[src/hdl/k_mismatch_window_matcher_assert.svh]
// Assertion macros for the k-mismatch window matcher.
// Each macro expects signals named clk and rst_n in the module that uses it.
`ifndef K_MISMATCH_WINDOW_MATCHER_ASSERT_SVH
`define K_MISMATCH_WINDOW_MATCHER_ASSERT_SVH

`ifndef SYNTHESIS

// Same-cycle implication.
`define KMWM_ASSERT_IMP(label, ante, cons) \
  label: assert property (@(posedge clk) disable iff (!rst_n) (ante) |-> (cons)) \
    else $error("kmwm assertion failed");

// Next-cycle implication.
`define KMWM_ASSERT_NXT(label, ante, cons) \
  label: assert property (@(posedge clk) disable iff (!rst_n) (ante) |=> (cons)) \
    else $error("kmwm assertion failed");

`else

`define KMWM_ASSERT_IMP(label, ante, cons)
`define KMWM_ASSERT_NXT(label, ante, cons)

`endif

`endif

[src/hdl/kmwm_pkg.sv]
package kmwm_pkg;

  localparam int PATTERN_MAX = 16;
  localparam int RES_W       = 8;
  localparam int POS_W       = 16;
  localparam int CNT_W       = 5;
  localparam int HALF_W      = 64;
  localparam int WIN_W       = PATTERN_MAX * RES_W;
  localparam int CFG_W       = 64;

  localparam logic [POS_W-1:0] LINE_MAX = 16'hFFFF;
  localparam logic [CNT_W-1:0] TOL      = 5'd2;

  typedef enum logic [1:0] {
    CFG_PATTERN_LOW    = 2'd0,
    CFG_PATTERN_HIGH   = 2'd1,
    CFG_PATTERN_LENGTH = 2'd2,
    CFG_TOLERANCE      = 2'd3
  } cfg_index_t;

  // Pattern length in use: zero counts as one, anything above the maximum is clipped.
  function automatic logic [CNT_W-1:0] active_len(input logic [CNT_W-1:0] len);
    logic [CNT_W-1:0] n;
    n = len;
    if (n == '0) begin
      n = CNT_W'(1);
    end else if (n > CNT_W'(PATTERN_MAX)) begin
      n = CNT_W'(PATTERN_MAX);
    end
    return n;
  endfunction

endpackage

[src/hdl/k_mismatch_window_matcher.sv]
// An accepted item is registered in stage one, and its result then in the result register that drives out_*.
// Throughput: one item per cycle; the compare stage advances every cycle unless the result register is held
// by out_ready low, and the history register takes a new item unless stage one is also full.
// Reset (rst_n low, synchronous): pattern cleared, length 1, tolerance 2, line count zero,
// both pipeline stages empty.
`include "k_mismatch_window_matcher_assert.svh"

module k_mismatch_window_matcher (
  input  logic                            clk,
  input  logic                            rst_n,

  input  logic                            cfg_we,
  input  logic [1:0]                      cfg_index,
  input  logic [kmwm_pkg::CFG_W-1:0]      cfg_data,

  input  logic                            in_valid,
  output logic                            in_ready,
  input  logic [kmwm_pkg::RES_W-1:0]      in_residue,
  input  logic                            in_line_start,

  output logic                            out_valid,
  input  logic                            out_ready,
  output logic [kmwm_pkg::POS_W-1:0]      out_start_position,
  output logic [kmwm_pkg::CNT_W-1:0]      out_mismatch_count,
  output logic [kmwm_pkg::HALF_W-1:0]     out_window_low,
  output logic [kmwm_pkg::HALF_W-1:0]     out_window_high
);

  // Configuration registers.
  logic [kmwm_pkg::HALF_W-1:0] pat_lo_r;
  logic [kmwm_pkg::HALF_W-1:0] pat_hi_r;
  logic [kmwm_pkg::CNT_W-1:0]  pat_len_r;
  logic [kmwm_pkg::CNT_W-1:0]  tol_r;

  // Stage one: residue history and line count, updated when an item is accepted.
  // The newest residue sits in the top byte of hist_r, older ones shift toward byte 0.
  logic [kmwm_pkg::WIN_W-1:0]  hist_r;
  logic [kmwm_pkg::WIN_W-1:0]  hist_nxt;
  logic [kmwm_pkg::POS_W-1:0]  count_r;
  logic [kmwm_pkg::POS_W-1:0]  count_nxt;
  logic                        s1_valid_r;
  logic                        s1_valid_nxt;

  // Stage two: result register.
  logic                        out_valid_r;
  logic                        out_valid_nxt;
  logic [kmwm_pkg::POS_W-1:0]  start_pos_r;
  logic [kmwm_pkg::CNT_W-1:0]  miss_cnt_r;
  logic [kmwm_pkg::WIN_W-1:0]  win_r;

  logic                        in_fire;
  logic                        s2_load;

  logic [kmwm_pkg::CNT_W-1:0]       len;
  logic [kmwm_pkg::CNT_W-1:0]       shift_bytes;
  logic [kmwm_pkg::WIN_W-1:0]       window;
  logic [kmwm_pkg::WIN_W-1:0]       pattern;
  logic [kmwm_pkg::PATTERN_MAX-1:0] miss_vec;
  logic [kmwm_pkg::CNT_W-1:0]       miss_cnt;
  logic [kmwm_pkg::POS_W-1:0]       start_pos;
  logic                             full;
  logic                             hit;

  // ---------------------------------------------------------------------------
  // Configuration writes. The user must write them only while the block is idle; it does not enforce this.
  // ---------------------------------------------------------------------------
  always_ff @(posedge clk) begin
    if (!rst_n) begin
      pat_lo_r  <= '0;
      pat_hi_r  <= '0;
      pat_len_r <= kmwm_pkg::CNT_W'(1);
      tol_r     <= kmwm_pkg::TOL;
    end else if (cfg_we) begin
      case (kmwm_pkg::cfg_index_t'(cfg_index))
        kmwm_pkg::CFG_PATTERN_LOW:    pat_lo_r  <= cfg_data;
        kmwm_pkg::CFG_PATTERN_HIGH:   pat_hi_r  <= cfg_data;
        kmwm_pkg::CFG_PATTERN_LENGTH: pat_len_r <= cfg_data[kmwm_pkg::CNT_W-1:0];
        kmwm_pkg::CFG_TOLERANCE:      tol_r     <= cfg_data[kmwm_pkg::CNT_W-1:0];
        default: begin
        end
      endcase
    end
  end

  // ---------------------------------------------------------------------------
  // Handshake. The result register frees up when it is empty or being taken,
  // and stage one may then hand its item over and take a new one in the same cycle.
  // ---------------------------------------------------------------------------
  assign s2_load  = !out_valid_r || out_ready;
  assign in_ready = !s1_valid_r || s2_load;
  assign in_fire  = in_valid && in_ready;

  // ---------------------------------------------------------------------------
  // Stage one next state. A line start restarts the count. The history itself is
  // not cleared: a window is only examined once the count covers its whole length,
  // so every byte that is read was written on the current line.
  // ---------------------------------------------------------------------------
  always_comb begin
    hist_nxt     = hist_r;
    count_nxt    = count_r;
    s1_valid_nxt = s1_valid_r;
    if (in_fire) begin
      hist_nxt     = {in_residue, hist_r[kmwm_pkg::WIN_W-1:kmwm_pkg::RES_W]};
      s1_valid_nxt = 1'b1;
      if (in_line_start) begin
        count_nxt = kmwm_pkg::POS_W'(1);
      end else if (count_r != kmwm_pkg::LINE_MAX) begin
        count_nxt = count_r + kmwm_pkg::POS_W'(1);
      end
    end else if (s2_load) begin
      s1_valid_nxt = 1'b0;
    end
  end

  always_ff @(posedge clk) begin
    if (!rst_n) begin
      count_r    <= '0;
      s1_valid_r <= 1'b0;
    end else begin
      count_r    <= count_nxt;
      s1_valid_r <= s1_valid_nxt;
    end
  end

  always_ff @(posedge clk) begin
    hist_r <= hist_nxt;
  end

  // ---------------------------------------------------------------------------
  // Stage two: compare the newest len residues with the pattern.
  // Shifting the history right by (16 - len) bytes puts the oldest residue of the
  // window in byte 0 and fills bytes at and above len with zeros, which is exactly
  // the packing of the window fields.
  // ---------------------------------------------------------------------------
  assign len         = kmwm_pkg::active_len(pat_len_r);
  assign shift_bytes = kmwm_pkg::CNT_W'(kmwm_pkg::PATTERN_MAX) - len;
  assign window      = hist_r >> {shift_bytes, 3'b000};
  assign pattern     = {pat_hi_r, pat_lo_r};

  always_comb begin
    for (int i = 0; i < kmwm_pkg::PATTERN_MAX; i++) begin
      miss_vec[i] = (kmwm_pkg::CNT_W'(i) < len) &&
                    (window[i*kmwm_pkg::RES_W +: kmwm_pkg::RES_W] !=
                     pattern[i*kmwm_pkg::RES_W +: kmwm_pkg::RES_W]);
    end
  end

  assign miss_cnt  = kmwm_pkg::CNT_W'($countones(miss_vec));
  assign full      = count_r >= {{(kmwm_pkg::POS_W-kmwm_pkg::CNT_W){1'b0}}, len};
  // count_r >= len here, so the subtraction never wraps.
  assign start_pos = count_r - {{(kmwm_pkg::POS_W-kmwm_pkg::CNT_W){1'b0}}, len}
                     + kmwm_pkg::POS_W'(1);
  assign hit       = s1_valid_r && full && (miss_cnt <= tol_r);

  always_comb begin
    out_valid_nxt = out_valid_r;
    if (s2_load) begin
      out_valid_nxt = hit;
    end
  end

  always_ff @(posedge clk) begin
    if (!rst_n) begin
      out_valid_r <= 1'b0;
    end else begin
      out_valid_r <= out_valid_nxt;
    end
  end

  always_ff @(posedge clk) begin
    if (s2_load && hit) begin
      start_pos_r <= start_pos;
      miss_cnt_r  <= miss_cnt;
      win_r       <= window;
    end
  end

  assign out_valid          = out_valid_r;
  assign out_start_position = start_pos_r;
  assign out_mismatch_count = miss_cnt_r;
  assign out_window_low     = win_r[kmwm_pkg::HALF_W-1:0];
  assign out_window_high    = win_r[kmwm_pkg::WIN_W-1:kmwm_pkg::HALF_W];

  // ---------------------------------------------------------------------------
  // Checks.
  // ---------------------------------------------------------------------------
  `KMWM_ASSERT_IMP(a_stall_blocks_input, s1_valid_r && out_valid_r && !out_ready, !in_ready)
  `KMWM_ASSERT_IMP(a_result_within_tol, out_valid_r, miss_cnt_r <= tol_r)
  `KMWM_ASSERT_IMP(a_start_nonzero, out_valid_r, start_pos_r != '0)
  `KMWM_ASSERT_NXT(a_line_restart, in_fire && in_line_start, count_r == kmwm_pkg::POS_W'(1))
  `KMWM_ASSERT_NXT(a_count_steps, in_fire && !in_line_start && count_r != kmwm_pkg::LINE_MAX,
                   count_r == $past(count_r) + kmwm_pkg::POS_W'(1))

endmodule

[config.mk]
export PLATFORM = sky130hd
export DESIGN_NAME = k_mismatch_window_matcher
export DESIGN_NICKNAME = d
export VERILOG_FILES = /design/src/hdl/kmwm_pkg.sv /design/src/hdl/k_mismatch_window_matcher.sv
export VERILOG_INCLUDE_DIRS = /design/src /design/src/hdl
export SDC_FILE = /design/constraint.sdc
export NUM_CORES = 1
export LEC_CHECK = 0
export BUFFER_PORTS_ARGS = -buffer_cell sky130_fd_sc_hd__buf_2
export CORE_MARGIN = 1.5
export CORE_UTILIZATION = 30
export DETAILED_ROUTE_END_ITERATION = 7
export PLACE_DENSITY = 0.58
export SETUP_SLACK_MARGIN = 0.4
export SYNTH_ARGS = -nofsm -noshare
export SYNTH_HDL_FRONTEND = slang
export SYNTH_SLANG_ARGS = --single-unit
export TNS_END_PERCENT = 100
[constraint.sdc]
create_clock -name clk -period 16.95 [get_ports clk]
set_clock_uncertainty 0.1 [all_clocks]
set_input_delay 0.8475 -clock clk [delete_from_list [all_inputs] [get_ports clk]]
set_output_delay 0.8475 -clock clk [all_outputs]
set_load 0.05 [all_outputs]
==> summary.md, run 1 <==
| Metric | Value |
|---|---|
| Highest net fanout along the worst path | 118 |
| Initial DRC count | 2169 |
| Fin crit share | 0.695 |
| Min Tclk post-route | 11.78 ns |
| Clk sinks | 433 |
| Flop pwr share | 0.439 |
| Clock buffer count from CTS | 47 |
| Post-Synthesis Cells | 2115 |
| Die Height | 281 µm |
| Global Route met2 Usage | 0.340 |
| Die width | 281 µm |
| Worst hold path type | in -> reg |
| Worst path slowest cell | nor2b_4 |
| CTS tree | built |
| Hold Buf Count CTS | 0 |
| CTS max path bufs | 3 |
| Register area share after synthesis | 0.494 |
| Via-to-Cell Ratio | 5.56 |
| Slew headroom | 0.259 |
| ANT nets after route | 0 |
| Layout cells sized above 1 | 0.197 |
| Hold Vio Cnt, Final | 0 |
| Core ar. | 76200 µm² |
| Final nets | 2439 |
| Max VDD drop | 0.0000662 V |
| Leak | 9.73 nW |
| Yosys reg bits | 433 |
| PD cells | 108 nW/µm² |
| Setup Slack @ Placement | 5.41 ns |
| WL per Instance | 26.4 µm |
| Worst reg2reg setup slack | 5.17 ns |
| Routing usage on met1 | 0.293 |
| Htree depth | 2 |
| Residual DRC | 0 |
| Switching pwr | 0.000932 W |
| Total die area | 78900 µm² |
| DR vias | 18700 |
| Max Transition Viols Final | 0 |
| Final Worst Setup Slack | 5.17 ns |
| Switching share of power | 0.320 |
| Post-CTS setup buffers | 0 |
| Skew-Pair Late Insertion Delay | 0.61 ns |
| Clock slew seen by the registers of the worst setup and hold paths | 0.06 ns |
| Root Buffer | clkbuf_16 |
| CP arrival | 11.91 ns |
| EDFF count, synth | 277 |
| Status | finished clean |
| IO Count | 231 |
| Register area | 11400 µm² |
| Final TNS setup | 0 ns |
| Syn_area_per_cell | 11.0 µm² |
| 1st-pass router iterations | 8 |
| Worst EP required | 17.08 ns |
| Largest net degree at the start of global routing | 119 |
| HPWL after DPL | 65700 µm |
| Worst-margin pin slew | 1.11 ns |
| Top cell type's share of synthesized area | 0.359 |
| Met3 Use GR | 0.0590 |
| First-pass GRT wire length | 127000 µm |
| Maxcap violations | 0 |
| CP startpoint kind | flip-flop |
| Top cells by area, synth | edfxtp_1 36%, dfxtp_1 13%, mux4_2 7.1%, nand2_1 5.7%, a21boi_0 4.3% |
| Synth unique cells | 81 |
| CP most frequent cell | fa_1 |
| Starting Density | 0.304 |
| Tot GR Track Use | 0.221 |
| Vias in the first global route | 17900 |
| Worst path max stage delay | 0.82 ns |
| CTS resizes | 0 |
| Gate power share | 0.202 |
| Largest area contributor in the netlist | edfxtp_1 |
| Grt ovf | 0 |
| Gp weighted congestion | 1.02 |
| Syn Std Cell Area | 23200 µm² |
| Smallest hold slack | 0.332 ns |
| Post-Route WL | 89000 µm |
| Top FF cell, synth | edfxtp_1 |
| Post-Synthesis Net Count | 2258 |
| Number of port buffers | 230 |
| RSZ-0062 raised after global routing | false |
| Tot Pwr | 0.00292 W |
| Area of the multi-input gates | 10900 µm² |
| Synth async-reset ratio | 0 |
| Power share of the clock group | 0.360 |
| FMAX | 84.9 MHz |
| Worst Setup End Kind | flip-flop |
| Power Internal | 0.00198 W |
| Setup violations, final | 0 |
| Most common cell in the netlist | nand2_1 |
| Synth-to-Final Area Change | 16.0% |
| Row cnt | 101 |
| Initial antenna violation count | 11 |
| Yosys warns | 0 |
| Fillers | 7588 |
| Global route hottest layer | met2 |
| Synth cell count leaders | 352 x nand2_1, 277 x edfxtp_1, 156 x dfxtp_1 |
| WS Path Type | reg -> reg |
[cells in the final DEF, fill, tap and decap left out, types with 11 or more instances in the layout]
cell	Yosys	final
nand2_1	352	351
edfxtp_1	277	277
buf_2	8	229
dfxtp_1	156	156
a21boi_0	134	134
nor2_1	112	109
mux2i_1	89	88
a21oi_1	80	78
mux4_2	73	73
xnor2_1	74	73
inv_1	69	68
ha_1	51	50
o21ai_0	50	49
clkbuf_16	0	47
xor2_1	42	41
buf_4	1	34
and3_1	30	30
a211oi_1	30	30
nand3_1	26	26
o22ai_1	24	24
a31oi_1	23	23
a22oi_1	20	20
and2_1	17	17
nand4_1	17	17
nor2b_1	16	15
nor3_1	14	13
nor3b_1	13	12
fa_1	12	12
nand2b_1	11	11
a21oi_2	9	11
o32ai_1	11	11
o211ai_1	11	11
[power by group through the flow]
stage / registers [W] / logic [W] / clock network (W)
2_1_floorplan: 0.00143 / 0.000251 / 0
3_3_place_gp: 0.00130 / 0.000579 / 0
3_5_place_dp: 0.00130 / 0.000582 / 0
4_1_cts: 0.00128 / 0.000584 / 0.00107
5_1_grt: 0.00129 / 0.000620 / 0.00111
6_report: 0.00128 / 0.000589 / 0.00105
[cells by family after synthesis]
logic type	after synthesis	share of synthesized area
AOI/OAI and AO/OA	484	0.145
muxes	173	0.116
xor gates and xnor gates	116	0.0438
adders and majority gates	63	0.0379
buffers and inverters	203	0.0389
DFF	433	0.494
and+or+nand+nor	643	0.125
[worst max-delay path, delay by kind of cell (launching register included)]
family / cells / cell delay (ns)
compound gates: 10 / 2.04
buf+inv: 6 / 2.03
flops: 1 / 0.45
simple gates: 7 / 2.59
fa+ha+maj: 8 / 3.81
[metal layers]
layer | share of wire | routed length, µm
met1 | 0.41 | 36300
met3 | 0.10 | 9310
met5 | 0.0011 | 99
met2 | 0.44 | 39300
met4 | 0.045 | 4030
[registers in the layout, indices dropped and copies added (netlist names)]
signal	cells
out_mismatch_count	5
pat_hi_r	64
out_valid	1
pat_lo_r	64
s1_valid_r	1
count_r	16
tol_r	5
win_r	128
hist_r	128
pat_len_r	5
out_start_position	16
[final cells by class]
cell class	instances	share of cell area
clock inverter	29	0.0107
inverter	71	0.0103
timing repair buffer	264	0.0528
tap	1030	0.0479
clock buffer	59	0.0465
antenna	3	0.000279
sequential	433	0.425
multi-input combinational	1479	0.406
[through the flow]
step	utilization	instance area (µm²)	cells
final	0.353	26900	3368
after global routing	0.353	26900	3366
after CTS	0.353	26900	3365
after detailed placement	0.333	25400	3277
after global placement	0.333	25400	3277
after floorplan	-	23200	2115
[worst paths after layout]
path | to | from | cells past startpoint
setup / recovery | win_r[24] | pat_len_r[4] | 31
hold reg to reg | pat_hi_r[0] | pat_hi_r[0] | 2
hold / removal | hist_r[125] | in_residue[5] | 1
setup reg to reg | win_r[24] | pat_len_r[4] | 31
(Power assumes the default switching activity.)
==> inputs of run 2 (changes only) <==
--- a/config.mk
+++ b/config.mk
@@ -6,6 +6,7 @@
 export SDC_FILE = /design/constraint.sdc
 export NUM_CORES = 1
 export LEC_CHECK = 0
+export ABC_AREA = 1
 export BUFFER_PORTS_ARGS = -buffer_cell sky130_fd_sc_hd__buf_2
 export CORE_MARGIN = 1.5
 export CORE_UTILIZATION = 30
==> constraint.sdc (replaced) <==
create_clock -name clk -period 12.1 [get_ports clk]
set_clock_uncertainty 0.1 [all_clocks]
set_input_delay 0.605 -clock clk [delete_from_list [all_inputs] [get_ports clk]]
set_output_delay 0.605 -clock clk [all_outputs]
set_load 0.05 [all_outputs]
==> summary.md, run 2 <==
| Metric | Value |
|---|---|
| IO Count | 231 |
| Worst r2r src | pat_len_r[2] |
| Via-to-Cell Ratio | 5.10 |
| CTS resizes | 0 |
| Worst-margin pin slew | 0.930 ns |
| Worst EP required | 12.23 ns |
| Max Transition Viols Final | 0 |
| Final nets | 3241 |
| Wire length on met2 | 37000 µm |
| Most frequent cells in the layout | 656 x nand2_1, 621 x nand3_1, 301 x inv_1, 277 x edfxtp_1, 255 x nor2_1 |
| Synth cell count leaders | 658 x nand2_1, 621 x nand3_1, 304 x inv_1 |
| Synth async-reset ratio | 0 |
| Root Buffer | clkbuf_16 |
| Skew-Pair Late Insertion Delay | 0.61 ns |
| Worst Setup End Kind | flip-flop |
| CP arrival | 8.98 ns |
| Post-Synthesis Cells | 2940 |
| Grt ovf | 0 |
| Largest net degree at the start of global routing | 94 |
| Flop pwr share | 0.381 |
| Syn Std Cell Area | 23400 µm² |
| Initial DRC count | 2920 |
| Initial antenna violation count | 1 |
| RSZ-0062 raised after global routing | false |
| Post-Route WL | 85900 µm |
| Switching share of power | 0.383 |
| Max VDD drop | 0.000121 V |
| Min Tclk post-route | 8.85 ns |
| Status | finished clean |
| Largest area contributor in the netlist | edfxtp_1 |
| Clock slew seen by the registers of the worst setup and hold paths | 0.06 ns |
| CP startpoint kind | flip-flop |
| First-pass GRT wire length | 124000 µm |
| Met1 Routed Length | 38300 µm |
| EDFF count, synth | 277 |
| Worst r2r path cells | 35 |
| Most common cell after layout, fill and taps aside | nand2_1 |
| Gate power share | 0.307 |
| Total die area | 79700 µm² |
| Fin crit share | 0.731 |
| Number of diodes | 0 |
| Setup Slack @ Placement | 3.39 ns |
| Syn_area_per_cell | 7.96 µm² |
| Worst reg2reg setup slack | 3.25 ns |
| Post-Layout Inst Area | 27200 µm² |
| Gp weighted congestion | 0.931 |
| RR Endpoint | win_r[99] |
| Die width | 282 µm |
| 1st-pass router iterations | 6 |
| Worst path slowest cell | clkinv_2 |
| Row cnt | 102 |
| WL per Instance | 20.6 µm |
| Hold path cells | 1 |
| Slew headroom | 0.380 |
| Met3 WL | 7740 µm |
| Hold Vio Cnt, Final | 0 |
| Clk sinks | 433 |
| Top cells by area, synth | edfxtp_1 36%, dfxtp_1 13%, nand3_1 13%, nand2_1 11%, inv_1 4.9% |
| Non-Filler Instances | 4179 |
| Vias in the first global route | 19200 |
| HPWL after DPL | 62700 µm |
| Most common cell in the netlist | nand2_1 |
| Layout cells sized above 1 | 0.117 |
| Tot GR Track Use | 0.209 |
| Number of port buffers | 230 |
| Fillers | 8195 |
| CP most frequent cell | nand2_1 |
| Switching pwr | 0.00192 W |
| Post-placement cell area | 25500 µm² |
| Clock buffer count from CTS | 49 |
| Residual DRC | 0 |
| CTS max path bufs | 3 |
| Hold Buf Count CTS | 0 |
| Post-Synthesis Net Count | 3083 |
| CTS tree | built |
| Top layer in use | met5 |
| Final Worst Setup Slack | 3.25 ns |
| Worst Min Path Start | in_residue[7] |
| Worst hold path type | in -> reg |
| Post-CTS setup buffers | 0 |
| Setup violations, final | 0 |
| DR vias | 21300 |
| Top cell type's share of synthesized area | 0.355 |
| Yosys warns | 0 |
| Worst path max stage delay | 0.68 ns |
| Largest registers | hist_r: 128 flops, win_r: 128 flops |
| Die Height | 282 µm |
| Yosys reg bits | 433 |
| Htree depth | 2 |
| Maxcap violations | 0 |
| Hold endpoint | hist_r[127] |
| ANT nets after route | 0 |
| Final TNS setup | 0 ns |
| FMAX | 113 MHz |
| Placed cells | 4087 |
| Synth-to-Final Area Change | 16.2% |
| Top FF cell, synth | edfxtp_1 |
| Highest net fanout along the worst path | 93 |
| PD cells | 184 nW/µm² |
| Starting Density | 0.303 |
| WS Path Type | reg -> reg |
| Synth unique cells | 46 |
| Register area share after synthesis | 0.489 |
| Power share of the clock group | 0.312 |
| Power Internal | 0.00308 W |
| Core ar. | 77300 µm² |
| Leak | 12.3 nW |
==> run 2: cell types whose count changed after synthesis, moves of 89 or more <==
cell	delta
nand3_1	+595
nand2_1	+306
inv_1	+235
nor2_1	+145
a21boi_0	-130
o21ai_0	+116
mux2i_1	-89
==> run 2: how the worst max path moves through the flow <==
stage / start / endpoint / slack, ns / cells past startpoint
after floorplan: pat_len_r[1] / out_mismatch_count[0] / 1.32 / 35
after global placement: pat_len_r[1] / win_r[95] / 3.54 / 35
after detailed placement: pat_len_r[2] / win_r[95] / 3.39 / 35
after CTS: pat_len_r[2] / win_r[99] / 3.37 / 35
after global routing: pat_len_r[2] / win_r[99] / 2.82 / 35
final: pat_len_r[2] / win_r[99] / 3.25 / 35
==> run 2: cell families after synthesis <==
kind of cell,count (synthesis),synth area share
and+or+nand+nor,1620,0.304
buffers and inverters,465,0.0793
DFF,433,0.489
AOI/OAI and AO/OA,294,0.0661
xor gates and xnor gates,65,0.0246
adders and majority gates,63,0.0375
==> run 2: cell type report <==
class / instances / area, µm² / share of cell area
clock buffers: 74 / 1520 / 0.0559
multi-input cells: 2042 / 10200 / 0.374
inverters: 312 / 1180 / 0.0433
repair buffers: 260 / 1430 / 0.0525
clock inverters: 18 / 155 / 0.00570
flip-flops and latches: 433 / 11400 / 0.421
well taps: 1040 / 1300 / 0.0478
==> run 2: per-layer routing <==
layer,track usage,up-vias
li1,-,10100
met1,0.301,10000
met2,0.313,1009
met3,0.0375,150
met4,0.0706,2
met5,0,-
==> run 2: power by group through the flow <==
| stage | combinational (W) | sequential (W) | clock [W] |
|---|---|---|---|
| detailed placement | 0.00151 | 0.00193 | 0 |
| floorplan | 0.000668 | 0.00232 | 0 |
| finish | 0.00153 | 0.00191 | 0.00156 |
| global placement | 0.00151 | 0.00194 | 0 |
| CTS | 0.00152 | 0.00191 | 0.00159 |
| global route | 0.00165 | 0.00192 | 0.00165 |
==> run 2: worst max-delay path: cells and delay by family (launching register included) <==
| family | cells | cell delay, ns |
|---|---|---|
| AO/OA/AOI/OAI | 5 | 0.53 |
| flip-flops | 1 | 0.37 |
| AND/OR/NAND/NOR | 16 | 2.14 |
| buffers and inverters | 6 | 2.02 |
| adder cells (fa/ha/maj) | 8 | 3.19 |
==> run 2: stage by stage <==
stage,hold slack (ns),power (W),util
finish,0.0784,0.00500,0.352
floorplan,0.326,0.00299,-
CTS,0.0513,0.00502,0.352
global placement,0.330,0.00345,0.330
detailed placement,0.332,0.00345,0.330
global route,0.0663,0.00522,0.352
